--- config.mk ---
export PLATFORM = sky130hd
export DESIGN_NAME = hva_cfg
export DESIGN_NICKNAME = d
export VERILOG_FILES = /design/src/hw/rtl/hva_pkg.sv /design/src/hw/rtl/hva_cfg.sv
export SDC_FILE = /design/constraint.sdc
export NUM_CORES = 1
export LEC_CHECK = 0
export ABC_AREA = 1
export BUFFER_PORTS_ARGS = -buffer_cell sky130_fd_sc_hd__buf_2
export CORE_UTILIZATION = 34
export CTS_BUF_LIST = sky130_fd_sc_hd__clkbuf_2 sky130_fd_sc_hd__clkbuf_4 sky130_fd_sc_hd__clkbuf_8
export DETAILED_ROUTE_END_ITERATION = 8
export PLACE_DENSITY = 0.93
export SLEW_MARGIN = 0
export SYNTH_ARGS = -nofsm -noshare
export SYNTH_HDL_FRONTEND = slang
export SYNTH_SLANG_ARGS = --single-unit
--- constraint.sdc ---
create_clock -name clk -period 0.8 [get_ports clk]
set_input_delay 0.04 -clock clk [delete_from_list [all_inputs] [get_ports clk]]
set_output_delay 0.04 -clock clk [all_outputs]
set_load 0.05 [all_outputs]
--- src/hw/rtl/hva_pkg.sv ---
// Shared constants and types for the versioned handle allocator.
package hva_pkg;

  localparam int HANDLE_W     = 22;
  localparam int VERSION_BITS = 12;
  localparam int INDEX_BITS   = HANDLE_W - VERSION_BITS;
  localparam int COUNT_W      = 11;
  localparam int CMP_W        = 21;

  localparam logic [COUNT_W-1:0] COUNT_MAX        = '1;
  localparam logic [COUNT_W-1:0] SLOT_LIMIT_RESET = 11'd1024;

  localparam logic REQ_CREATE  = 1'b0;
  localparam logic REQ_DESTROY = 1'b1;

  localparam logic STATUS_OK   = 1'b0;
  localparam logic STATUS_FULL = 1'b1;

  localparam int PADDR_W  = 3;
  localparam int PDATA_W  = 32;
  localparam logic [0:0] REG_SLOT_LIMIT = 1'b0;

  typedef logic [HANDLE_W-1:0]     handle_t;
  typedef logic [VERSION_BITS-1:0] version_t;
  typedef logic [INDEX_BITS-1:0]   index_t;
  typedef logic [COUNT_W-1:0]      count_t;

endpackage

--- src/hw/rtl/hva_cfg.sv ---
// APB register file holding the slot limit.
module hva_cfg (
  input  logic                        clk,
  input  logic                        rst,
  input  logic                        psel,
  input  logic                        penable,
  input  logic                        pwrite,
  input  logic [hva_pkg::PADDR_W-1:0] paddr,
  input  logic [hva_pkg::PDATA_W-1:0] pwdata,
  output logic [hva_pkg::PDATA_W-1:0] prdata,
  output logic                        pready,
  output hva_pkg::count_t             slot_limit
);

  logic sel_limit;

  // registers sit on 4-byte boundaries; low address bits are ignored
  assign sel_limit = (paddr[hva_pkg::PADDR_W-1:2] == hva_pkg::REG_SLOT_LIMIT);
  assign pready    = 1'b1;

  always_ff @(posedge clk) begin
    if (rst) begin
      slot_limit <= hva_pkg::SLOT_LIMIT_RESET;
    end else if (psel && penable && pwrite && pready && sel_limit) begin
      slot_limit <= pwdata[hva_pkg::COUNT_W-1:0];
    end
  end

  always_comb begin
    prdata = '0;
    if (sel_limit) begin
      prdata = hva_pkg::PDATA_W'(slot_limit);
    end
  end

endmodule

==> summary.txt <==
Synth
  • Ys Warns: 0
  • Synth cell types: 13
  • Seq/Total Area, Yosys: 0.2963
  • Synth Cell Area: 743.2 sq um
  • Leading area contributor after synthesis: dfxtp_1
  • Synthesized instance count: 121
  • Number of synthesized register bits: 11
  • Share of the synthesized area in the top cell type: 0.2963
  • Synth area leaders: dfxtp_1, buf_4, nor2_1
  • Avg Cell Area, Syn: 6.142 sq um

GRT
  • Grt peak-use layer: met2
  • GRT overflow: 0
  • GRT Total Usage: 0.1434
  • Global-route wire length before repair: 2580 microns
  • M1 GR Usage: 0.1489
  • Largest net degree at the start of global routing: 12
  • Met3 Use GR: 0.02830
  • Number of global-route vias before repair: 625
  • Met2 GRT Util: 0.2593
  • Initial antenna violation count: 0

Route
  • Routed WL: around 1800 microns
  • Residual DRC count: 0
  • Drt pass-1 iters: 2
  • Routed len/inst: slightly above 9 microns
  • Vias: 738
  • First DRT Iteration DRCs: 10
  • Via density: 3.844
  • Antenna Nets Post-Route: 0

Flow run
  • # Max-Cap Violations: 0

Layout
  • Final Util: 0.6206
  • Area of the multi-input gates: 405.4 sq um
  • Largest register by flop count: slot_limit
  • Top Registers: slot_limit (11)
  • N_diodes: 0
  • Filler instances: 170
  • Finished Layout Cells: 192
  • Register area: 261.5 sq um
  • Most frequent cells in the layout: conb_1, nor2_1, buf_2
  • Net count, final: 206
  • Synthesis-to-finish area growth: 67.17%
  • Layout cells sized above 1: 0.5212
  • Max reg flops: 11
  • Commonest non-fill, non-tap cell in the layout: conb_1

Clock tree
  • Cts bufs inserted: 3
  • CTS tree: built
  • Clock transition at path regs: 0.07 ns
  • CTS root buffer: clkbuf_4
  • CTS Sinks: 11
  • Clock Path Buffers: 2
  • H-tree depth: 1
  • Worst skew pair latency: between 0.2 and 0.3 ns

Floorplan
  • Starting Density: 0.3713
  • Die X: 48.76 microns
  • Core ar.: 2002 sq um
  • Die area: between 2000 and 2500 sq um
  • Ports: 84
  • Die Y: 48.76 microns
  • Cell Rows: 16

Min path
  • Worst Hold Class: input pin to flop
  • Hold Path Stages: 5
  • WHS Endpoint: slot_limit[5]$_SDFFE_PP0P_
  • Hold Startpoint: pwdata[5]

Setup path
  • Crit. End Element: output pin
  • Top delay family on crit path: flip-flops
  • Critical Path RT: 0.76 ns
  • Crit path largest cell delay: 0.37 ns
  • Max FO, Critical Path: 3
  • Worst EP arrival: 0.91 ns
  • RR Startpoint: slot_limit[10]$_SDFFE_PP1P_
  • CP Class: flop to output pin
  • Worst r2r dst: slot_limit[10]$_SDFFE_PP1P_
  • Worst R2R Path Depth: 2
  • CP max-delay cell: dfxtp_4
  • WP buf/inv: 2
  • Kind of start point of the critical path: flop
  • Slack of the worst reg-to-reg path: 0.16 ns
  • Cell Chain, Critical Path: inv_4 -> nor2_4 -> buf_6

STA
  • Worst setup margin: -0.1530 ns
  • # setup viols final: 22
  • Fin crit period: 0.9530 ns
  • Skew final: 0 ns
  • Slew Viols, Final: 0
  • Final Cycle Share: 1.191
  • RSZ-0062 raised after global routing: true
  • Fin. Hold Viols: 0
  • Setup_tns: -2.028 ns
  • Fmax: 1049 MHz

Placement
  • Placed insts: 185
  • Routability congestion estimate: between 0.6 and 0.7
  • Port bufs: 38
  • DP Wirelength: about 1200 microns

Pwr
  • Pwr/cell area: 1301 nW/um^2
  • Pleak: 0.6255 nW
  • Max VDD drop: 0.7347 mV

Status
  • Failing checks: negative setup slack
  • Status: complete, but fails checks
## metal layers
metal / part of all wire / wire (microns)
met1: 0.38 / 672
met2: 0.58 / 1030
met3: 0.047 / 84
met4: 0 / 0
met5: 0 / 0
## report_power, final
part	switching [mW]	total [mW]	internal [mW]
Clock	0.187	0.413	0.227
Sequential	0.0230	0.567	0.544
Combinational	0.476	0.636	0.161
## final cells by class
class                      count  share of cell area
inverter                      25             0.07956
clock buffer                   4             0.02417
sequential                    11              0.2105
tap                           27             0.02719
timing repair buffer          45              0.3323
multi-input combinational     80              0.3263
## logic make-up (layout without fill, tap and decap cells)
group,after synthesis,count (layout),share of synthesized area
AND/OR/NAND/NOR,57,57,0.3165
buffers and inverters,50,74,0.3704
flip-flops,11,11,0.2963
other,2,22,0.01010
AO/OA/AOI/OAI,1,1,0.006728
## synthesized netlist by cell type
cell,n
nor2_1,31
buf_4,23
inv_1,23
nand2_1,12
dfxtp_1,11
nand3_1,11
conb_1,2
inv_2,2
nor2_2,2
buf_1,1
buf_2,1
nand2_2,1
o21ai_0,1
## what timing repair did
action                                 in CTS  in global routing
setup buffers                               0                  2
pin swaps                                  11                  1
setup endpoints to repair                  22                 22
resized for setup                          39                 17
gates cloned                                0                  0
hold buffers                                1                  0
endpoints found under the hold margin       1                  0
## worst max-delay path by stage
stage | depth (start not counted) | from | slack [ns] | to
2_1_floorplan | 2 | slot_limit[0]$_SDFFE_PP0P_ | -0.01 | prdata[0]
3_3_place_gp | 6 | paddr[2] | -0.03 | slot_limit[10]$_SDFFE_PP1P_
3_5_place_dp | 6 | paddr[2] | -0.08 | slot_limit[10]$_SDFFE_PP1P_
4_1_cts | 3 | slot_limit[2]$_SDFFE_PP0P_ | -0.15 | prdata[2]
5_1_grt | 3 | slot_limit[4]$_SDFFE_PP0P_ | -0.20 | prdata[4]
6_report | 3 | slot_limit[9]$_SDFFE_PP0P_ | -0.15 | prdata[9]
## stage by stage
step	hold WS, ns	setup slack (ns)	area (sq um)	total power [mW]
floorplan	0.1334	-0.01114	942.2	1.126
global placement	0.2503	-0.03264	1015	1.137
detailed placement	0.2758	-0.07802	1015	1.143
CTS	0.07506	-0.1458	1176	1.598
global route	0.1076	-0.1992	1242	1.686
finish	0.07883	-0.1530	1242	1.617
## worst min-delay path: cells and delay by family
| kind | cells | cell delay [ns] |
|---|---|---|
| buffers and inverters | 2 | 0.10 |
| and+or+nand+nor | 3 | 0.16 |
Power figures use the tool's default switching activity.
