File: config.mk
export PLATFORM = sky130hd
export DESIGN_NAME = hva_core
export DESIGN_NICKNAME = d
export VERILOG_FILES = /design/src/hw/rtl/hva_pkg.sv /design/src/hw/rtl/hva_core.sv
export SDC_FILE = /design/constraint.sdc
export NUM_CORES = 1
export LEC_CHECK = 0
export BUFFER_PORTS_ARGS = -buffer_cell sky130_fd_sc_hd__buf_2
export CAP_MARGIN = 10
export CORE_UTILIZATION = 55
export CTS_CLUSTER_SIZE = 40
export DETAILED_ROUTE_END_ITERATION = 12
export PLACE_DENSITY = 0.83
export SLEW_MARGIN = 15
export SYNTH_ARGS = -nofsm -noshare
export SYNTH_HDL_FRONTEND = slang
export SYNTH_SLANG_ARGS = --single-unit
File: constraint.sdc
create_clock -name clk -period 4.7 [get_ports clk]
set_input_delay 0.94 -clock clk [delete_from_list [all_inputs] [get_ports clk]]
set_output_delay 0.94 -clock clk [all_outputs]
set_load 0.005 [all_outputs]
File: src/hw/rtl/hva_pkg.sv
// Shared constants and types for the versioned handle allocator.
package hva_pkg;

  localparam int HANDLE_W     = 22;
  localparam int VERSION_BITS = 12;
  localparam int INDEX_BITS   = HANDLE_W - VERSION_BITS;
  localparam int COUNT_W      = 11;
  localparam int CMP_W        = 21;

  localparam logic [COUNT_W-1:0] COUNT_MAX        = '1;
  localparam logic [COUNT_W-1:0] SLOT_LIMIT_RESET = 11'd1024;

  localparam logic REQ_CREATE  = 1'b0;
  localparam logic REQ_DESTROY = 1'b1;

  localparam logic STATUS_OK   = 1'b0;
  localparam logic STATUS_FULL = 1'b1;

  localparam int PADDR_W  = 3;
  localparam int PDATA_W  = 32;
  localparam logic [0:0] REG_SLOT_LIMIT = 1'b0;

  typedef logic [HANDLE_W-1:0]     handle_t;
  typedef logic [VERSION_BITS-1:0] version_t;
  typedef logic [INDEX_BITS-1:0]   index_t;
  typedef logic [COUNT_W-1:0]      count_t;

endpackage

File: src/hw/rtl/hva_core.sv
// Request sequencer: reads the slot entry, updates it and the free list, registers the result.
module hva_core #(
  parameter int MAX_SLOTS = 1024,
  localparam int AW = (MAX_SLOTS > 1) ? $clog2(MAX_SLOTS) : 1,
  localparam int CW = $clog2(MAX_SLOTS + 1)
) (
  input  logic                 clk,
  input  logic                 rst,
  input  hva_pkg::count_t      slot_limit,
  input  logic                 in_valid,
  output logic                 in_ready,
  input  logic                 req_type,
  input  hva_pkg::handle_t     handle_in,
  output logic                 out_valid,
  input  logic                 out_ready,
  output hva_pkg::handle_t     handle_out,
  output logic                 status,
  output hva_pkg::count_t      live_count,
  output logic                 ram_we,
  output logic [AW-1:0]        ram_waddr,
  output hva_pkg::handle_t     ram_wdata,
  output logic                 ram_re,
  output logic [AW-1:0]        ram_raddr,
  input  hva_pkg::handle_t     ram_rdata
);

  localparam logic ST_IDLE = 1'b0;
  localparam logic ST_EXEC = 1'b1;
  localparam int   CMP_W   = hva_pkg::CMP_W;

  logic state;
  logic state_next;

  // latched request
  logic             req;
  hva_pkg::handle_t handle;
  logic [AW-1:0]    slot;

  logic [AW-1:0]    free_head;
  logic [CW-1:0]    free_count;
  logic [CW-1:0]    fresh_next;
  hva_pkg::count_t  live_total;

  logic              accept;
  logic              finish;
  hva_pkg::index_t   req_id;
  logic              id_ok;
  hva_pkg::version_t ent_ver;
  hva_pkg::index_t   ent_link;
  logic [CMP_W-1:0]  limit;
  logic              full;
  logic              have_free;

  hva_pkg::handle_t  result;
  logic              res_status;
  logic              live_inc;
  logic              live_dec;

  assign in_ready = (state == ST_IDLE);
  assign accept   = in_valid && in_ready;
  assign finish   = (state == ST_EXEC) && (!out_valid || out_ready);

  // read address is chosen at accept time; counters cannot move until the write
  assign ram_re    = accept;
  assign ram_raddr = (req_type == hva_pkg::REQ_DESTROY) ?
                     AW'(handle_in[hva_pkg::HANDLE_W-1:hva_pkg::VERSION_BITS]) : free_head;

  assign req_id    = handle[hva_pkg::HANDLE_W-1:hva_pkg::VERSION_BITS];
  assign id_ok     = CMP_W'(req_id) < CMP_W'(MAX_SLOTS);
  assign ent_ver   = ram_rdata[hva_pkg::VERSION_BITS-1:0];
  assign ent_link  = ram_rdata[hva_pkg::HANDLE_W-1:hva_pkg::VERSION_BITS];
  assign have_free = (free_count != '0);
  assign limit     = (CMP_W'(slot_limit) > CMP_W'(MAX_SLOTS)) ?
                     CMP_W'(MAX_SLOTS) : CMP_W'(slot_limit);
  assign full      = CMP_W'(fresh_next) >= limit;

  always_comb begin
    result     = '0;
    res_status = hva_pkg::STATUS_OK;
    live_inc   = 1'b0;
    live_dec   = 1'b0;
    ram_we     = 1'b0;
    ram_waddr  = slot;
    ram_wdata  = '0;
    if (req == hva_pkg::REQ_CREATE) begin
      if (have_free) begin
        result    = {hva_pkg::INDEX_BITS'(slot), ent_ver};
        ram_we    = finish;
        ram_wdata = result;
        live_inc  = 1'b1;
      end else if (full) begin
        res_status = hva_pkg::STATUS_FULL;
      end else begin
        result    = {hva_pkg::INDEX_BITS'(fresh_next), hva_pkg::version_t'(0)};
        ram_we    = finish;
        ram_waddr = AW'(fresh_next);
        ram_wdata = result;
        live_inc  = 1'b1;
      end
    end else if (id_ok) begin
      ram_we    = finish;
      ram_wdata = {hva_pkg::INDEX_BITS'(free_head), hva_pkg::version_t'(ent_ver + 1'b1)};
      live_dec  = 1'b1;
    end
  end

  always_comb begin
    state_next = state;
    case (state)
      ST_IDLE: begin
        if (accept) begin
          state_next = ST_EXEC;
        end
      end
      ST_EXEC: begin
        if (finish) begin
          state_next = ST_IDLE;
        end
      end
      default: state_next = ST_IDLE;
    endcase
  end

  always_ff @(posedge clk) begin
    if (accept) begin
      req    <= req_type;
      handle <= handle_in;
      slot   <= ram_raddr;
    end
    if (finish) begin
      handle_out <= result;
      status     <= res_status;
      live_count <= (live_inc && live_total != hva_pkg::COUNT_MAX) ? live_total + 1'b1 :
                    (live_dec && live_total != '0) ? live_total - 1'b1 : live_total;
    end
  end

  always_ff @(posedge clk) begin
    if (rst) begin
      state      <= ST_IDLE;
      out_valid  <= 1'b0;
      free_head  <= '0;
      free_count <= '0;
      fresh_next <= '0;
      live_total <= '0;
    end else begin
      state <= state_next;
      if (finish) begin
        out_valid <= 1'b1;
      end else if (out_ready) begin
        out_valid <= 1'b0;
      end
      if (finish) begin
        if (live_inc && live_total != hva_pkg::COUNT_MAX) begin
          live_total <= live_total + 1'b1;
        end else if (live_dec && live_total != '0) begin
          live_total <= live_total - 1'b1;
        end
        if (req == hva_pkg::REQ_CREATE) begin
          if (have_free) begin
            // a link past the table end falls back to slot 0
            free_head  <= (CMP_W'(ent_link) < CMP_W'(MAX_SLOTS)) ? AW'(ent_link) : '0;
            free_count <= free_count - 1'b1;
          end else if (!full) begin
            fresh_next <= fresh_next + 1'b1;
          end
        end else if (id_ok) begin
          free_head <= slot;
          if (free_count < CW'(MAX_SLOTS)) begin
            free_count <= free_count + 1'b1;
          end
        end
      end
    end
  end

endmodule

==> reports/metrics.cfg <==
[outcome]
status=finished clean

[route]
drcViolationCount=0
drt.antenna.violating_nets=0
routed-via-count=4845
detail_route.wl_per_cell_um=15.9
drt_wl_total_mm=13.3
first_pass_iters=5
average_via_count_per_standard_cell=5.81
detailedRoute.firstIterationViolations=276

[pwr]
power.share.clock=0.255
combinationalPowerShare=0.308
powerDensity_mw_per_mm2=346
power_leakage_nw=2.76
internal_power_mw=1.46
peakVddDrop_v=0.000179
netSwitchingFraction=0.337
netSwitchingPower_mw=0.739
power.total_mw=2.19
seq_power_share=0.437

[layout]
leading_cell_type_in_the_layout_fill_and_taps_excluded=sky130_fd_sc_hd__buf_2
layout_common_cells=sky130_fd_sc_hd__buf_2, sky130_fd_sc_hd__nor2_1, sky130_fd_sc_hd__nand2_1
number_of_nets_in_the_layout=785
area.growth.synth_to_final_pct=17.1
fraction_of_layout_cells_with_a_size_suffix_above_1=0.257
num_antenna_cells=0

[clock_tree]
ctsLongestPathBuffers=2
cts.sinks=90
postCtsResizedCells=0
post_cts_setup_repair_bufs=0
cts_buffers=9
cts_hold_buffers=0
cts-root-buf=sky130_fd_sc_hd__clkbuf_8
worst_setup_hold_path_clk_slew_ns=0.09
clkLatencyLatePin_ns=0.37
cts_max_level=3
tritoncts=yes

[timing]
relSlewSlack=0.352
rsz_0062_raised_after_global_routing=false
timing.clock.skew_ns=0.0130
final.setup.tns_ns=0
achievable-frequency_mhz=222
hold_ws_ns=0.491
tightestPinTransition_ns=0.971
timing.final.ws_setup_ns=0.199
timing.final.max_slew_violations=0
finalHoldViolCount=0
min_period_over_period=0.958
timing.final.setup_violations=0
layout_min_cycle_time_ns=4.50

[global_routing]
first_global_vias=4632
pin_count_of_the_biggest_net_entering_global_routing=50
grt_overflow=0
grt_pass1_wl_mm=21.2
antenna_found_initial=0
grtUsageTotal=0.262

[job]
cap_violations=0

[setup_path]
timing.critical_path.from_type=input port
worst-endpoint-arrival_ns=3.56
crit_path_cell_trace=buf_2 -> clkinv_1 -> nand2_1 -> ha_1 -> a21oi_1 -> o211ai_1 -> a21oi_2 -> o21a_1 -> nand2_1 -> mux2_2 -> buf_2
cp_top_family=compound AO/OA/AOI/OAI gates
delay_of_the_slowest_critical_path_stage_ns=0.40
cp_slowest_cell=sky130_fd_sc_hd__mux2_2
timing.critical_path.required_ns=3.76
critPathMaxFanout=12
critical_path_buf_inv_count=3
crit_path_end_kind=output port
worst-setup-path-type=input port to output port

[synthesis]
yosys.area.top_type=sky130_fd_sc_hd__edfxtp_1
yosys-top-cells-area=sky130_fd_sc_hd__edfxtp_1, sky130_fd_sc_hd__dfxtp_1, sky130_fd_sc_hd__ha_1
synth.lib_cells_used.distinct=63
synth_cell_area_mm2=0.00542
post-synth-top-area-fraction=0.249
post_synth_edffs=45
ys_ff_latch=90
yosysWarnings=0
net_count_of_the_mapped_netlist=671
synthFlopType=sky130_fd_sc_hd__edfxtp_1
synth_seq_area_share=0.416
async_flop_share=0
synthesis.instances=586
syn_area_per_cell_um2=9.25

[placed_design]
port_buffers=127
detailed_place_hpwl_mm=9.59
gp_congestion=0.900
dp_slack_ns=0.250

[floorplan]
row_count=35
floorplan.die_area_mm2=0.0103
fp.coreArea_mm2=0.00937
top_level_ports=140
initial_core_util=0.578
die_height_um=101
chipWidth_um=101

[hold_path]
min-delay-path-class=flop to flop

-- path summary, 6_finish.rpt --
kind / to / cells past startpoint / slack (ns) / start
setup reg to reg: live_count[1] / 8 / 1.95 / fresh_next[7]
hold reg to reg: free_count[9] / 2 / 0.49 / free_count[9]
setup / recovery: ram_waddr[2] / 11 / 0.20 / slot_limit[10]
hold / removal: free_count[9] / 2 / 0.49 / free_count[9]
-- cells in the mapped netlist (10+ instances only) --
cell type                  number
sky130_fd_sc_hd__o21ai_0       31
sky130_fd_sc_hd__edfxtp_1      45
sky130_fd_sc_hd__xor2_1        10
sky130_fd_sc_hd__a211oi_1      15
sky130_fd_sc_hd__mux2i_1       20
sky130_fd_sc_hd__ha_1          24
sky130_fd_sc_hd__a21oi_1       36
sky130_fd_sc_hd__inv_1         21
sky130_fd_sc_hd__nor2_1        58
sky130_fd_sc_hd__nor3_1        10
sky130_fd_sc_hd__xnor2_1       20
sky130_fd_sc_hd__dfxtp_1       45
sky130_fd_sc_hd__nand2_1       55
sky130_fd_sc_hd__nand3_1       28
sky130_fd_sc_hd__clkbuf_1      20
sky130_fd_sc_hd__and3_1        27
-- state kept, by name, summed over array words and instances (netlist names) --
signal      count
free_count     11
free_head      10
status          1
live_count     11
live_total     11
out_valid       1
slot           10
fresh_next     11
req             1
handle_out     22
state           1
-- power by group through the flow --
stage,clock [mW],sequential (mW),combinational [mW]
finish,0.559,0.959,0.676
floorplan,0,0.965,0.464
CTS,0.571,0.958,0.673
global route,0.593,0.968,0.746
global placement,0,0.973,0.650
detailed placement,0,0.976,0.669
-- layout make-up --
| cell class | count | area, um^2 |
|---|---|---|
| Fill cell | 785 | 3030 |
| Multi-Input combinational cell | 442 | 2940 |
| Sequential cell | 90 | 2250 |
| Timing Repair Buffer | 135 | 696 |
| Tap cell | 129 | 161 |
| Clock buffer | 10 | 138 |
| Inverter | 22 | 82.6 |
| Clock inverter | 6 | 72.6 |
-- worst register-to-register path, cell delays in order (launching register included) --
cell and delay [ns]:
sky130_fd_sc_hd__dfxtp_1 0.47, sky130_fd_sc_hd__ha_1 0.30, sky130_fd_sc_hd__a21oi_1 0.18, sky130_fd_sc_hd__o211ai_1 0.14, sky130_fd_sc_hd__a21oi_2 0.30, sky130_fd_sc_hd__o31a_1 0.48
sky130_fd_sc_hd__a21oi_1 0.17, sky130_fd_sc_hd__a21o_1 0.18, sky130_fd_sc_hd__a221o_1 0.29
-- stage by stage --
stage / cells / util / instance area (um^2)
global route: 834 / 0.677 / 6350
floorplan: 586 / - / 5420
detailed placement: 818 / 0.655 / 6140
global placement: 818 / 0.655 / 6140
CTS: 834 / 0.677 / 6350
finish: 834 / 0.677 / 6350
-- logic make-up after synthesis --
| family | count (synthesis) | synth area share |
|---|---|---|
| flip-flops | 90 | 0.416 |
| buffers and inverters | 54 | 0.0409 |
| AO/OA/AOI/OAI | 132 | 0.163 |
| AND/OR/NAND/NOR | 225 | 0.215 |
| adder cells (fa/ha/maj) | 25 | 0.0591 |
| XOR/XNOR | 30 | 0.0485 |
| multiplexers | 30 | 0.0577 |
-- per-layer routing --
metal,vias up,wire length [um],global-route usage
met5,-,0,0
met4,0,200,0.0903
met3,20,804,0.0545
met2,181,6790,0.460
met1,2293,5500,0.318
li1,2351,-,-
Power figures use the tool's default switching activity.
